## src/hdl/ose_pkg.sv

```systemverilog
package ose_pkg;

  // operation codes carried in the kind field
  localparam logic [3:0] KIND_PUSH  = 4'd0;
  localparam logic [3:0] KIND_POP   = 4'd1;
  localparam logic [3:0] KIND_ROLL  = 4'd2;
  localparam logic [3:0] KIND_NIP   = 4'd3;
  localparam logic [3:0] KIND_TUCK  = 4'd4;
  localparam logic [3:0] KIND_DUP   = 4'd5;
  localparam logic [3:0] KIND_SWAP  = 4'd6;
  localparam logic [3:0] KIND_DROP  = 4'd7;
  localparam logic [3:0] KIND_COUNT = 4'd8;
  localparam logic [3:0] KIND_SUM   = 4'd9;
  localparam logic [3:0] KIND_SUMSQ = 4'd10;

  // status codes
  localparam logic [1:0] ST_OK     = 2'd0;
  localparam logic [1:0] ST_FULL   = 2'd1;
  localparam logic [1:0] ST_FEW    = 2'd2;
  localparam logic [1:0] ST_BADIDX = 2'd3;

  // q16.16 limits and the running cap of the sum of q32.32 squares
  localparam logic [31:0] Q_MAX  = 32'h7FFF_FFFF;
  localparam logic [31:0] Q_MIN  = 32'h8000_0000;
  localparam logic [63:0] SQ_CAP = 64'h0001_0000_0000_0000;

  typedef enum logic [3:0] {
    S_IDLE,
    S_EXEC,
    S_RD1,
    S_RD2,
    S_WR2,
    S_WR3,
    S_RKEEP,
    S_RSHIFT,
    S_RLAST,
    S_STREAM,
    S_SFIN,
    S_DONE
  } st_t;

  typedef struct packed {
    logic clr;
    logic sq;
    logic vld;
  } acc_ctl_t;

endpackage

```

## src/hdl/ose_accum.sv

```systemverilog
module ose_accum (
  input  logic              clk,
  input  logic              rst_n,
  input  ose_pkg::acc_ctl_t ctl,
  input  logic [31:0]       data,
  output logic              busy,
  output logic [31:0]       result
);
  import ose_pkg::*;

  logic [31:0] mag;
  logic [63:0] term_nxt;
  logic [63:0] term_r;
  logic        tv_r;
  logic [63:0] acc_r;
  logic [63:0] acc_sum;
  logic [63:0] acc_nxt;

  assign mag = data[31] ? (~data + 32'd1) : data;

  always_comb begin
    if (ctl.sq) begin
      term_nxt = 64'(mag) * 64'(mag);
    end else begin
      term_nxt = {{32{data[31]}}, data};
    end
  end

  assign acc_sum = acc_r + term_r;

  // squares saturate at the cap after every term
  always_comb begin
    if (ctl.sq && (acc_sum >= SQ_CAP)) begin
      acc_nxt = SQ_CAP;
    end else begin
      acc_nxt = acc_sum;
    end
  end

  always_ff @(posedge clk) begin
    if (!rst_n) begin
      tv_r <= 1'b0;
    end else if (ctl.clr) begin
      tv_r <= 1'b0;
    end else begin
      tv_r <= ctl.vld;
    end
  end

  always_ff @(posedge clk) begin
    if (ctl.vld) begin
      term_r <= term_nxt;
    end
    if (ctl.clr) begin
      acc_r <= '0;
    end else if (tv_r) begin
      acc_r <= acc_nxt;
    end
  end

  always_comb begin
    if (ctl.sq) begin
      if (acc_r[63:47] != '0) begin
        result = Q_MAX;
      end else begin
        result = acc_r[47:16];
      end
    end else if (!acc_r[63] && (acc_r[62:31] != '0)) begin
      result = Q_MAX;
    end else if (acc_r[63] && (acc_r[62:31] != '1)) begin
      result = Q_MIN;
    end else begin
      result = acc_r[31:0];
    end
  end

  assign busy = tv_r;

endmodule

```

## src/hdl/operand_stack_engine.sv

```systemverilog
// Operand stack of signed q16.16 words, one operation per input transaction and one result
// transaction per input. The elements sit in a single-port-write, registered-read memory, so
// every access is sequenced one read and one write per cycle. Sum and sum of squares walk every
// stored element through the read port and a registered multiply-add unit. A new transaction is
// accepted while the previous result still waits on the output register.
module operand_stack_engine #(
  parameter int STACK_DEPTH = 32
) (
  input  logic        clk,
  input  logic        rst_n,
  input  logic        in_valid,
  output logic        in_ready,
  input  logic [3:0]  in_kind,
  input  logic signed [31:0] in_operand,
  output logic        out_valid,
  input  logic        out_ready,
  output logic signed [31:0] out_result_value,
  output logic [1:0]  out_status,
  output logic [5:0]  out_depth,
  output logic        out_underflow
);
  import ose_pkg::*;

  localparam int AW = (STACK_DEPTH > 1) ? $clog2(STACK_DEPTH) : 1;
  localparam int CW = $clog2(STACK_DEPTH + 1);

  st_t state_r, state_nxt;

  logic [31:0]   mem [STACK_DEPTH];
  logic [31:0]   rd_data_r;
  logic [AW-1:0] rd_addr;
  logic [AW-1:0] wr_addr;
  logic [31:0]   wr_data;
  logic          we;

  logic [3:0]    kind_r;
  logic [31:0]   opnd_r;
  logic [CW-1:0] cnt_r, cnt_nxt;
  logic          flag_r, flag_nxt;
  logic [1:0]    status_r, status_nxt;
  logic [31:0]   resv_r, resv_nxt;
  logic [31:0]   a_r, a_nxt;
  logic [CW-1:0] idx_r, idx_nxt;
  logic          rdv_r;
  logic          out_valid_r;

  logic          accept;
  logic          empty, few, full;
  logic [AW-1:0] top_addr;
  logic [15:0]   roll_hi;
  logic          neg_zero;
  logic          roll_zero, roll_bad;
  logic [CW-1:0] roll_pos;
  logic          shift_last;
  logic          stream_issue, stream_done;

  acc_ctl_t      acc_ctl;
  logic          acc_busy;
  logic [31:0]   acc_result;

  assign in_ready  = (state_r == S_IDLE);
  assign accept    = in_valid && in_ready;
  assign out_valid = out_valid_r;

  assign empty    = (cnt_r == '0);
  assign few      = (cnt_r < CW'(2));
  assign full     = (cnt_r == CW'(STACK_DEPTH));
  assign top_addr = AW'(cnt_r - CW'(1));

  // roll index: popped top truncated toward zero, cnt_r already holds the remaining depth
  assign roll_hi   = rd_data_r[31:16];
  assign neg_zero  = (roll_hi == 16'hFFFF) && (rd_data_r[15:0] != '0);
  assign roll_zero = rd_data_r[31] ? neg_zero : (roll_hi == '0);
  assign roll_bad  = rd_data_r[31] ? (!neg_zero || empty)
                                   : (32'(roll_hi) >= 32'(cnt_r));
  assign roll_pos  = cnt_r - CW'(1) - CW'(roll_hi);

  assign shift_last   = (idx_r == cnt_r);
  assign stream_issue = (state_r == S_STREAM) && (idx_r < cnt_r);
  assign stream_done  = (state_r == S_STREAM) && !stream_issue && !rdv_r && !acc_busy;

  assign acc_ctl.clr = (state_r == S_EXEC);
  assign acc_ctl.sq  = (kind_r == KIND_SUMSQ);
  assign acc_ctl.vld = rdv_r;

  ose_accum u_accum (
    .clk    (clk),
    .rst_n  (rst_n),
    .ctl    (acc_ctl),
    .data   (rd_data_r),
    .busy   (acc_busy),
    .result (acc_result)
  );

  always_comb begin
    state_nxt = state_r;
    unique case (state_r)
      S_IDLE: begin
        if (in_valid) state_nxt = S_EXEC;
      end
      S_EXEC: begin
        unique case (kind_r) inside
          KIND_POP, KIND_ROLL:   state_nxt = empty ? S_DONE : S_RD1;
          KIND_NIP, KIND_SWAP:   state_nxt = few ? S_DONE : S_RD1;
          KIND_TUCK:             state_nxt = (few || full) ? S_DONE : S_RD1;
          KIND_DUP:              state_nxt = (empty || full) ? S_DONE : S_RD1;
          KIND_SUM, KIND_SUMSQ:  state_nxt = full ? S_DONE : S_STREAM;
          default:               state_nxt = S_DONE;
        endcase
      end
      S_RD1: begin
        unique case (kind_r) inside
          KIND_SWAP, KIND_TUCK: state_nxt = S_RD2;
          KIND_ROLL:            state_nxt = (roll_bad || roll_zero) ? S_DONE : S_RKEEP;
          default:              state_nxt = S_DONE;
        endcase
      end
      S_RD2:    state_nxt = S_WR2;
      S_WR2:    state_nxt = (kind_r == KIND_TUCK) ? S_WR3 : S_DONE;
      S_WR3:    state_nxt = S_DONE;
      S_RKEEP:  state_nxt = S_RSHIFT;
      S_RSHIFT: state_nxt = shift_last ? S_RLAST : S_RSHIFT;
      S_RLAST:  state_nxt = S_DONE;
      S_STREAM: state_nxt = stream_done ? S_SFIN : S_STREAM;
      S_SFIN:   state_nxt = S_DONE;
      S_DONE: begin
        if (!out_valid_r || out_ready) state_nxt = S_IDLE;
      end
      default:  state_nxt = S_IDLE;
    endcase
  end

  always_comb begin
    we         = 1'b0;
    wr_addr    = top_addr;
    wr_data    = rd_data_r;
    rd_addr    = top_addr;
    cnt_nxt    = cnt_r;
    flag_nxt   = flag_r;
    status_nxt = status_r;
    resv_nxt   = resv_r;
    a_nxt      = a_r;
    idx_nxt    = idx_r;
    unique case (state_r)
      S_IDLE: begin
        if (accept) begin
          status_nxt = ST_OK;
          resv_nxt   = '0;
        end
      end
      S_EXEC: begin
        unique case (kind_r) inside
          KIND_PUSH: begin
            if (full) begin
              status_nxt = ST_FULL;
            end else begin
              we      = 1'b1;
              wr_addr = AW'(cnt_r);
              wr_data = opnd_r;
              cnt_nxt = cnt_r + CW'(1);
            end
          end
          KIND_POP: begin
            if (empty) begin
              flag_nxt   = 1'b1;
              status_nxt = ST_FEW;
            end
          end
          KIND_ROLL: begin
            if (empty) begin
              status_nxt = ST_FEW;
            end else begin
              cnt_nxt  = cnt_r - CW'(1);
              flag_nxt = 1'b0;
            end
          end
          KIND_NIP, KIND_SWAP: begin
            if (few) status_nxt = ST_FEW;
          end
          KIND_TUCK: begin
            if (few) begin
              status_nxt = ST_FEW;
            end else if (full) begin
              status_nxt = ST_FULL;
            end
          end
          KIND_DUP: begin
            if (empty) begin
              status_nxt = ST_FEW;
            end else if (full) begin
              status_nxt = ST_FULL;
            end
          end
          KIND_DROP: begin
            if (empty) begin
              status_nxt = ST_FEW;
            end else begin
              cnt_nxt = cnt_r - CW'(1);
            end
          end
          KIND_COUNT: begin
            if (full) begin
              status_nxt = ST_FULL;
            end else begin
              we      = 1'b1;
              wr_addr = AW'(cnt_r);
              wr_data = 32'(cnt_r) << 16;
              cnt_nxt = cnt_r + CW'(1);
            end
          end
          KIND_SUM, KIND_SUMSQ: begin
            if (full) begin
              status_nxt = ST_FULL;
            end else begin
              idx_nxt = '0;
            end
          end
          default: begin
          end
        endcase
      end
      S_RD1: begin
        a_nxt = rd_data_r;
        unique case (kind_r) inside
          KIND_POP: begin
            resv_nxt = rd_data_r;
            cnt_nxt  = cnt_r - CW'(1);
            flag_nxt = 1'b0;
          end
          KIND_DUP: begin
            we      = 1'b1;
            wr_addr = AW'(cnt_r);
            cnt_nxt = cnt_r + CW'(1);
          end
          KIND_NIP: begin
            we      = 1'b1;
            wr_addr = AW'(cnt_r - CW'(2));
            cnt_nxt = cnt_r - CW'(1);
          end
          KIND_SWAP, KIND_TUCK: begin
            rd_addr = AW'(cnt_r - CW'(2));
          end
          KIND_ROLL: begin
            if (roll_bad) begin
              status_nxt = ST_BADIDX;
            end else if (!roll_zero) begin
              rd_addr = AW'(roll_pos);
              idx_nxt = roll_pos + CW'(1);
            end
          end
          default: begin
          end
        endcase
      end
      S_RD2: begin
        we = 1'b1;
      end
      S_WR2: begin
        we      = 1'b1;
        wr_addr = AW'(cnt_r - CW'(2));
        wr_data = a_r;
      end
      S_WR3: begin
        we      = 1'b1;
        wr_addr = AW'(cnt_r);
        wr_data = a_r;
        cnt_nxt = cnt_r + CW'(1);
      end
      S_RKEEP: begin
        a_nxt   = rd_data_r;
        rd_addr = AW'(idx_r);
        idx_nxt = idx_r + CW'(1);
      end
      S_RSHIFT: begin
        // data read at idx_r - 1 moves one place down
        we      = 1'b1;
        wr_addr = AW'(idx_r - CW'(2));
        if (!shift_last) begin
          rd_addr = AW'(idx_r);
          idx_nxt = idx_r + CW'(1);
        end
      end
      S_RLAST: begin
        we      = 1'b1;
        wr_data = a_r;
      end
      S_STREAM: begin
        if (stream_issue) begin
          rd_addr = AW'(idx_r);
          idx_nxt = idx_r + CW'(1);
        end
      end
      S_SFIN: begin
        we      = 1'b1;
        wr_addr = AW'(cnt_r);
        wr_data = acc_result;
        cnt_nxt = cnt_r + CW'(1);
      end
      S_DONE: begin
      end
      default: begin
      end
    endcase
  end

  always_ff @(posedge clk) begin
    if (we) begin
      mem[wr_addr] <= wr_data;
    end
    rd_data_r <= mem[rd_addr];
  end

  always_ff @(posedge clk) begin
    if (!rst_n) begin
      state_r     <= S_IDLE;
      cnt_r       <= '0;
      flag_r      <= 1'b0;
      rdv_r       <= 1'b0;
      out_valid_r <= 1'b0;
    end else begin
      state_r <= state_nxt;
      cnt_r   <= cnt_nxt;
      flag_r  <= flag_nxt;
      rdv_r   <= stream_issue;
      if ((state_r == S_DONE) && (!out_valid_r || out_ready)) begin
        out_valid_r <= 1'b1;
      end else if (out_ready) begin
        out_valid_r <= 1'b0;
      end
    end
  end

  always_ff @(posedge clk) begin
    if (accept) begin
      kind_r <= in_kind;
      opnd_r <= in_operand;
    end
    status_r <= status_nxt;
    resv_r   <= resv_nxt;
    a_r      <= a_nxt;
    idx_r    <= idx_nxt;
    if ((state_r == S_DONE) && (!out_valid_r || out_ready)) begin
      out_result_value <= resv_r;
      out_status       <= status_r;
      out_depth        <= 6'(cnt_r);
      out_underflow    <= flag_r;
    end
  end

endmodule

```

## config.mk

```make
export PLATFORM = sky130hd
export DESIGN_NAME = operand_stack_engine
export DESIGN_NICKNAME = d
export VERILOG_FILES = /design/src/hdl/ose_pkg.sv /design/src/hdl/ose_accum.sv /design/src/hdl/operand_stack_engine.sv
export SDC_FILE = /design/constraint.sdc
export NUM_CORES = 2
export LEC_CHECK = 0
export BUFFER_PORTS_ARGS = -buffer_cell sky130_fd_sc_hd__buf_2
export CAP_MARGIN = 20
export CORE_AREA = 2 2 441 443
export CTS_CLUSTER_DIAMETER = 200
export DETAILED_ROUTE_END_ITERATION = 8
export DIE_AREA = 0 0 443 445
export SETUP_SLACK_MARGIN = 0.4
export SLEW_MARGIN = 20
export SYNTH_ARGS = -nofsm -noshare
export SYNTH_HDL_FRONTEND = slang
export SYNTH_SLANG_ARGS = --single-unit
```

## constraint.sdc

```tcl
create_clock -name clk -period 14.03 [get_ports clk]
set_input_delay 2.1045 -clock clk [delete_from_list [all_inputs] [get_ports clk]]
set_output_delay 2.1045 -clock clk [all_outputs]
set_load 0.02 [all_outputs]
```

# Yosys cells after proc, flatten, opt, wreduce, memory -nomap -nowiden
# Memory sizes are Yosys's and may differ from the RTL's. A register that Yosys moved wholly into a read port is not among the register bits.
# Index checks and enable logic that the tools add are counted.
[totals]
n_memories = 1
register_bits = 291
ram_bits = 1024
output_inout_bits = 43
wordCells = 214
in_bits = 40
[mem_list]
columns = ["memory", "depth", "word_bits", "read_ports", "rd_ports_with_merged_regs", "write_ports", "line", "source"]
rows = [
  ["mem", 32, 32, 1, 1, 1, "operand_stack_engine.sv:29", "logic [31:0] mem [STACK_DEPTH];"],
]
[classes]
mul = 1
n_eq_ne = 47
bitwise_logic = 2
n_lt_le_gt_ge = 4
n_reduce_logical = 56
addsub = 9
mux = 76
[op_table]
columns = ["op", "count"]
rows = [
  ["2-to-1 mux 32 bit", 9],
  ["2-to-1 mux 64 bit", 2],
  ["one-hot mux 32 bit (2 select lines)", 2],
  ["one-hot mux 32 bit (3 select lines)", 1],
  ["adder 64 bit", 1],
  [">= comparator 64 x 49 -> 1 bit, second input constant", 1],
  ["multiplier 32 x 32 -> 64 bit", 1],
  ["2-to-1 mux 6 bit", 9],
  ["one-hot mux 4 bit (10 select lines)", 1],
  ["2-to-1 mux 4 bit", 9],
  ["adder 32 x 1 -> 32 bit, second input constant", 1],
  ["equality test 4 x 3 -> 1 bit, second input constant", 8],
  ["!= test 32 bit, second input constant", 1],
  ["NOT 32 bit", 1],
  ["nonzero test 32 bit", 1],
  ["2-to-1 mux 5 bit", 6],
  ["one-hot mux 6 bit (5 select lines)", 1],
  ["equality test 4 bit, second input constant", 7],
  ["one-hot mux 5 bit (5 select lines)", 1],
  ["!= test 3 bit, second input constant", 8],
  ["one-hot mux 6 bit (2 select lines)", 2],
  ["OR reduction 2 bit", 11],
  ["2-to-1 mux 2 bit", 10],
  ["one-hot mux 4 bit (5 select lines)", 1],
  ["45 further kinds", 100],
]

# Longest topological paths before layout
[logic_depth]
ltp_word = 9
depth_mapped = 40
depth_no_buf = 37

# Hierarchy
# From an unflattened synthesis, not the netlist that was laid out.
[hier_totals]
cells_unflattened = 7543
hier_area_um2 = 86850.8
[by_module_without_submodules]
columns = ["mod", "area_per_inst_um2", "seq_area_each_um2", "cells_each", "instances"]
rows = [
  ["operand_stack_engine", 48586.6, 36124.6, 3251, 1],
  ["ose_accum", 38264.2, 3223.1, 4292, 1],
]

# Worst setup path after synthesis
# OpenSTA, ideal clock, no wires.
[synth_path]
path_kind = "reg-to-reg"
startpoint = "register rd_data_r[0] (read register of mem)"
endpoint = "register u_accum.term_r[63] (data pin)"
t_arrival_ps = 9661
path_stages_with_launch = 40
synth_period_minus_slack_ps = 9932
t_required_ps = 13759
setup_time_ps = 271
setup_slack_ps = 4098
path_buffers = 5
path_cell_list = "dfxtp_1 -> clkbuf_1 -> inv_1 -> clkbuf_1 -> clkbuf_1 -> ha_1 -> nand3b_1 -> nor3_1 -> nand2_1 -> o31ai_1 -> xor2_1 -> inv_2 -> buf_1 -> nand2_1 -> fa_1 -> fa_1 -> inv_1 -> fa_1 -> (+4 left out) -> fa_1 -> fa_1 -> inv_1 -> fa_1 -> inv_1 -> ha_1 -> clkbuf_1 -> and3_1 -> and2_1 -> o21ai_0 -> a221oi_1 -> o31ai_1 -> o21a_1 -> o31ai_1 -> a41oi_1 -> o31ai_1 -> xnor2_1 -> a21oi_1"
[synth_via]
elab_chain_cells = 5
[synth_lines]
columns = ["element", "line", "source"]
rows = [
  ["start: declaration", "operand_stack_engine.sv:30", "logic [31:0] rd_data_r;"],
  ["NOT 32 bit", "ose_accum.sv:19", "assign mag = data[31] ? (~data + 32'd1) : data;"],
  ["adder 32 x 1 -> 32 bit", "ose_accum.sv:19", ""],
  ["2-to-1 mux 32 bit (*)", "ose_accum.sv:19", ""],
  ["multiplier 32 x 32 -> 64 bit (*)", "ose_accum.sv:23", "term_nxt = 64'(mag) * 64'(mag);"],
  ["2-to-1 mux 64 bit (*)", "ose_accum.sv:22", "if (ctl.sq) begin"],
  ["net u_accum.term_nxt[63]", "ose_accum.sv:12", "logic [63:0] term_nxt;"],
  ["end signal: assignment", "ose_accum.sv:52", "term_r <= term_nxt;"],
  ["end: declaration", "ose_accum.sv:13", "logic [63:0] term_r;"],
]
# The timed path passes the listed nets; every way through them passes the cells marked *.
# A chain may end at the register's enable or synchronous reset.

# Worst setup path after layout
[layout_path]
startpoint = "register rd_data_r[3] (read register of mem)"
endpoint = "register u_accum.term_r[63] (data pin)"
# Same word-level chain as after synthesis.

==> run_results.csv <==
group,metric,value,unit
status,status,"finished clean",
clock_network,cts-root-buf,"clkbuf_16",
critical_path,r2r_end,"u_accum.term_r[63]$_DFFE_PP_",
timing,layout_min_cycle_time,11890,ps
route,first_pass_iters,7,
hold_path,hold_start,"resv_r[30]$_SDFFCE_PN0P_",
final_layout,fin_area,95100,sq um
clock_network,post-cts-setup-buffers,0,
critical_path,slowest_stage,"clkinv_1",
yosys,synth_largest_area_cell,"edfxtp_1",
critical_path,end_kind,"flop",
job,cap_violations,0,
global_route,gr-total-overflow,0,
clock_network,cts_hold_buf,0,
global_route,grt_pass1_vias,60995,
global_route,grt_use_total,28.6,%
clock_network,cts_sinks,1347,
timing,skew,55.1,ps
timing,slew_violations,0,
clock_network,ctsResizeCount,0,
clock_network,cts_buffers,146,
hold_path,hold_path_end,"out_result_value[30]$_DFFE_PP_",
final_layout,fin_nets,8968,
yosys,yosysUniqueCellTypes,98,
yosys,synthesis.area,86200,sq um
final_layout,drive_above_1_share,8.24,%
clock_network,clk_latency,820,ps
critical_path,path_class,"reg -> reg",
floorplan,row_count,161,
yosys,ys.flop_type,"edfxtp_1",
timing,hold_viol_final,0,
critical_path,critPathRequiredTime,14510,ps
yosys,synth-async-reset-ratio,0,%
critical_path,cp_max_fo,19,
clock_network,cts_tree,"yes",
floorplan,ios,83,
timing,max_freq,84.1,MHz
floorplan,core-area,192000,sq um
route,routed_via_density,5.93,
hold_path,hold_depth,0,
placement,placed_cell_area,90400,sq um
timing,fin_crit_sh,84.8,%
global_route,grt_max_degree,179,
placement,dp_hpwl,186000,um
yosys,synth_area_leaders,"edfxtp_1 (43%), fa_1 (19%), ha_1 (5.4%)",
floorplan,start_util,44.9,%
yosys,netlist_instances,7729,
critical_path,critical_path_arrival,12370,ps
floorplan,fp.dieW,443,um
route,drc,0,
placement,gp_congestion,0.995,
critical_path,crit_top_cell,"fa_1",
route,ant_nets,0,
yosys,yosys_register_bits,1347,
floorplan,dieArea,197000,sq um
clock_network,h-tree-depth,4,
route,num_vias,61686,
global_route,grt_pass1_wl,414000,um
critical_path,max_stage_delay,760,ps
yosys,ys_seq_area_share,45.6,%
global_route,antenna_found_initial,14,
final_layout,syn2layout_area_growth,10.4,%
critical_path,path_delay_family,"adder cells",
timing,rsz0062_at_grt,"no",
critical_path,cp.buffers_inverters,7,
yosys,synth_warnings,0,
yosys,avgSynthCellArea,11.2,sq um
yosys,synth_edf_count,1237,
critical_path,start_kind,"flop",
route,initialDrtViolationCount,7645,
route,wl,283000,um
yosys,synth_top_area_share,43.1,%
timing,fin_tns_setup,0,ps
final_layout,fin_util,49.6,%
critical_path,r2r_slack,2140,ps
timing,setup_violations,0,
critical_path,rr_worst_depth,35,
timing,tightest_slew,1190,ps
placement,portBuffers,82,
clock_network,clk_pin_slew,50,ps
timing,finalWorstSetupSlack,2140,ps
critical_path,regToRegStartpoint,"rd_data_r[3]$_DFF_P_",
route,routedWlPerCell,27.2,um
yosys,ys_top_cells_by_count,"edfxtp_1 (1237), nand2_1 (1175), inv_1 (1016), fa_1 (797), a21oi_1 (535)",
placement,dp_slack,2300,ps
yosys,yosysMostFrequentCell,"edfxtp_1",
clock_network,cts_buffer_depth,3,
floorplan,dieHeight,445,um
hold_path,hp-class,"reg -> reg",
timing,slew_headroom,19.9,%
worst reg2reg max path, delay by kind of cell, from the launching register on:
kind,cells,cell delay [ps]
AOI/OAI and AO/OA,8,2270
xor gates and xnor gates,2,300
adders and majority gates,9,4430
buffers and inverters,7,1340
DFF,1,480
and+or+nand+nor,9,2760
sequential cells by signal, summed over array words and instances, names as in the netlist, 32 cells and up:
signal	flops
u_accum.term_r	64
resv_r	32
opnd_r	32
a_r	32
rd_data_r	32
out_result_value	32
mem	1024
u_accum.acc_r	64
cells in the final DEF (no fill, tap or decap), types with 31 or more instances in the layout:
cell	instances
edfxtp_1	1237
nand2_1	1171
inv_1	1014
fa_1	797
a21oi_1	535
nor2_1	387
ha_1	371
o21ai_0	202
a32oi_1	192
buf_4	186
clkbuf_16	148
o22ai_1	136
dfxtp_1	108
xnor2_1	97
a21o_1	87
xor2_1	84
buf_2	83
a22oi_1	71
nand4_1	53
and3_1	49
nor4_1	46
clkbuf_1	44
nand3_1	43
nor3_1	40
o31ai_1	31
worst max-delay path by stage:
stage	startpoint	end	slack, ps	cells past startpoint
global route	rd_data_r[3]$_DFF_P_	u_accum.term_r[63]$_DFFE_PP_	1500	35
finish	rd_data_r[3]$_DFF_P_	u_accum.term_r[63]$_DFFE_PP_	2140	35
floorplan	rd_data_r[0]$_DFF_P_	u_accum.term_r[63]$_DFFE_PP_	4100	39
CTS	rd_data_r[3]$_DFF_P_	u_accum.term_r[63]$_DFFE_PP_	2230	35
detailed placement	rd_data_r[3]$_DFF_P_	u_accum.term_r[63]$_DFFE_PP_	2300	35
global placement	rd_data_r[3]$_DFF_P_	u_accum.term_r[63]$_DFFE_PP_	2490	35
cell families after synthesis:
kind of cell               Yosys count  share of synthesized area [%]
and+or+nand+nor                   1989                           9.84
AOI/OAI and AO/OA                 1564                           11.8
buffers and inverters             1440                           6.49
DFF                               1347                           45.6
adders and majority gates         1170                           23.9
xor gates and xnor gates           205                           2.10
muxes                               12                          0.145
other                                2                        0.00871
layer usage:
layer	routed length [um]	vias to the layer above	GRT usage, %	part of all wire (%)
met5	27	-	0	0.0096
met2	129000	3113	44.8	46
met4	14500	4	12.8	5.1
met3	26700	562	5.36	9.5
met1	112000	31314	38.8	40
li1	-	26693	-	-
final cells by class:
type                            count  area (sq um)
Antenna cell                        2          5.00
Clock buffer                      196          3920
Clock inverter                     65           785
Fill cell                       17184         96800
Inverter                         1027          3850
Multi-Input combinational cell   4966         42200
Sequential cell                  1347         39400
Tap cell                         2526          3160
Timing Repair Buffer              272          1870
metrics by stage:
stage / hold slack [ps] / std cells
2_1_floorplan: 400 / 7753
3_3_place_gp: 404 / 10137
3_5_place_dp: 405 / 10138
4_1_cts: 418 / 10399
5_1_grt: 425 / 10399
6_report: 417 / 10401
Power is not shown: default switching activity piles up to over one toggle a cycle in this logic, so the estimate is an artifact.
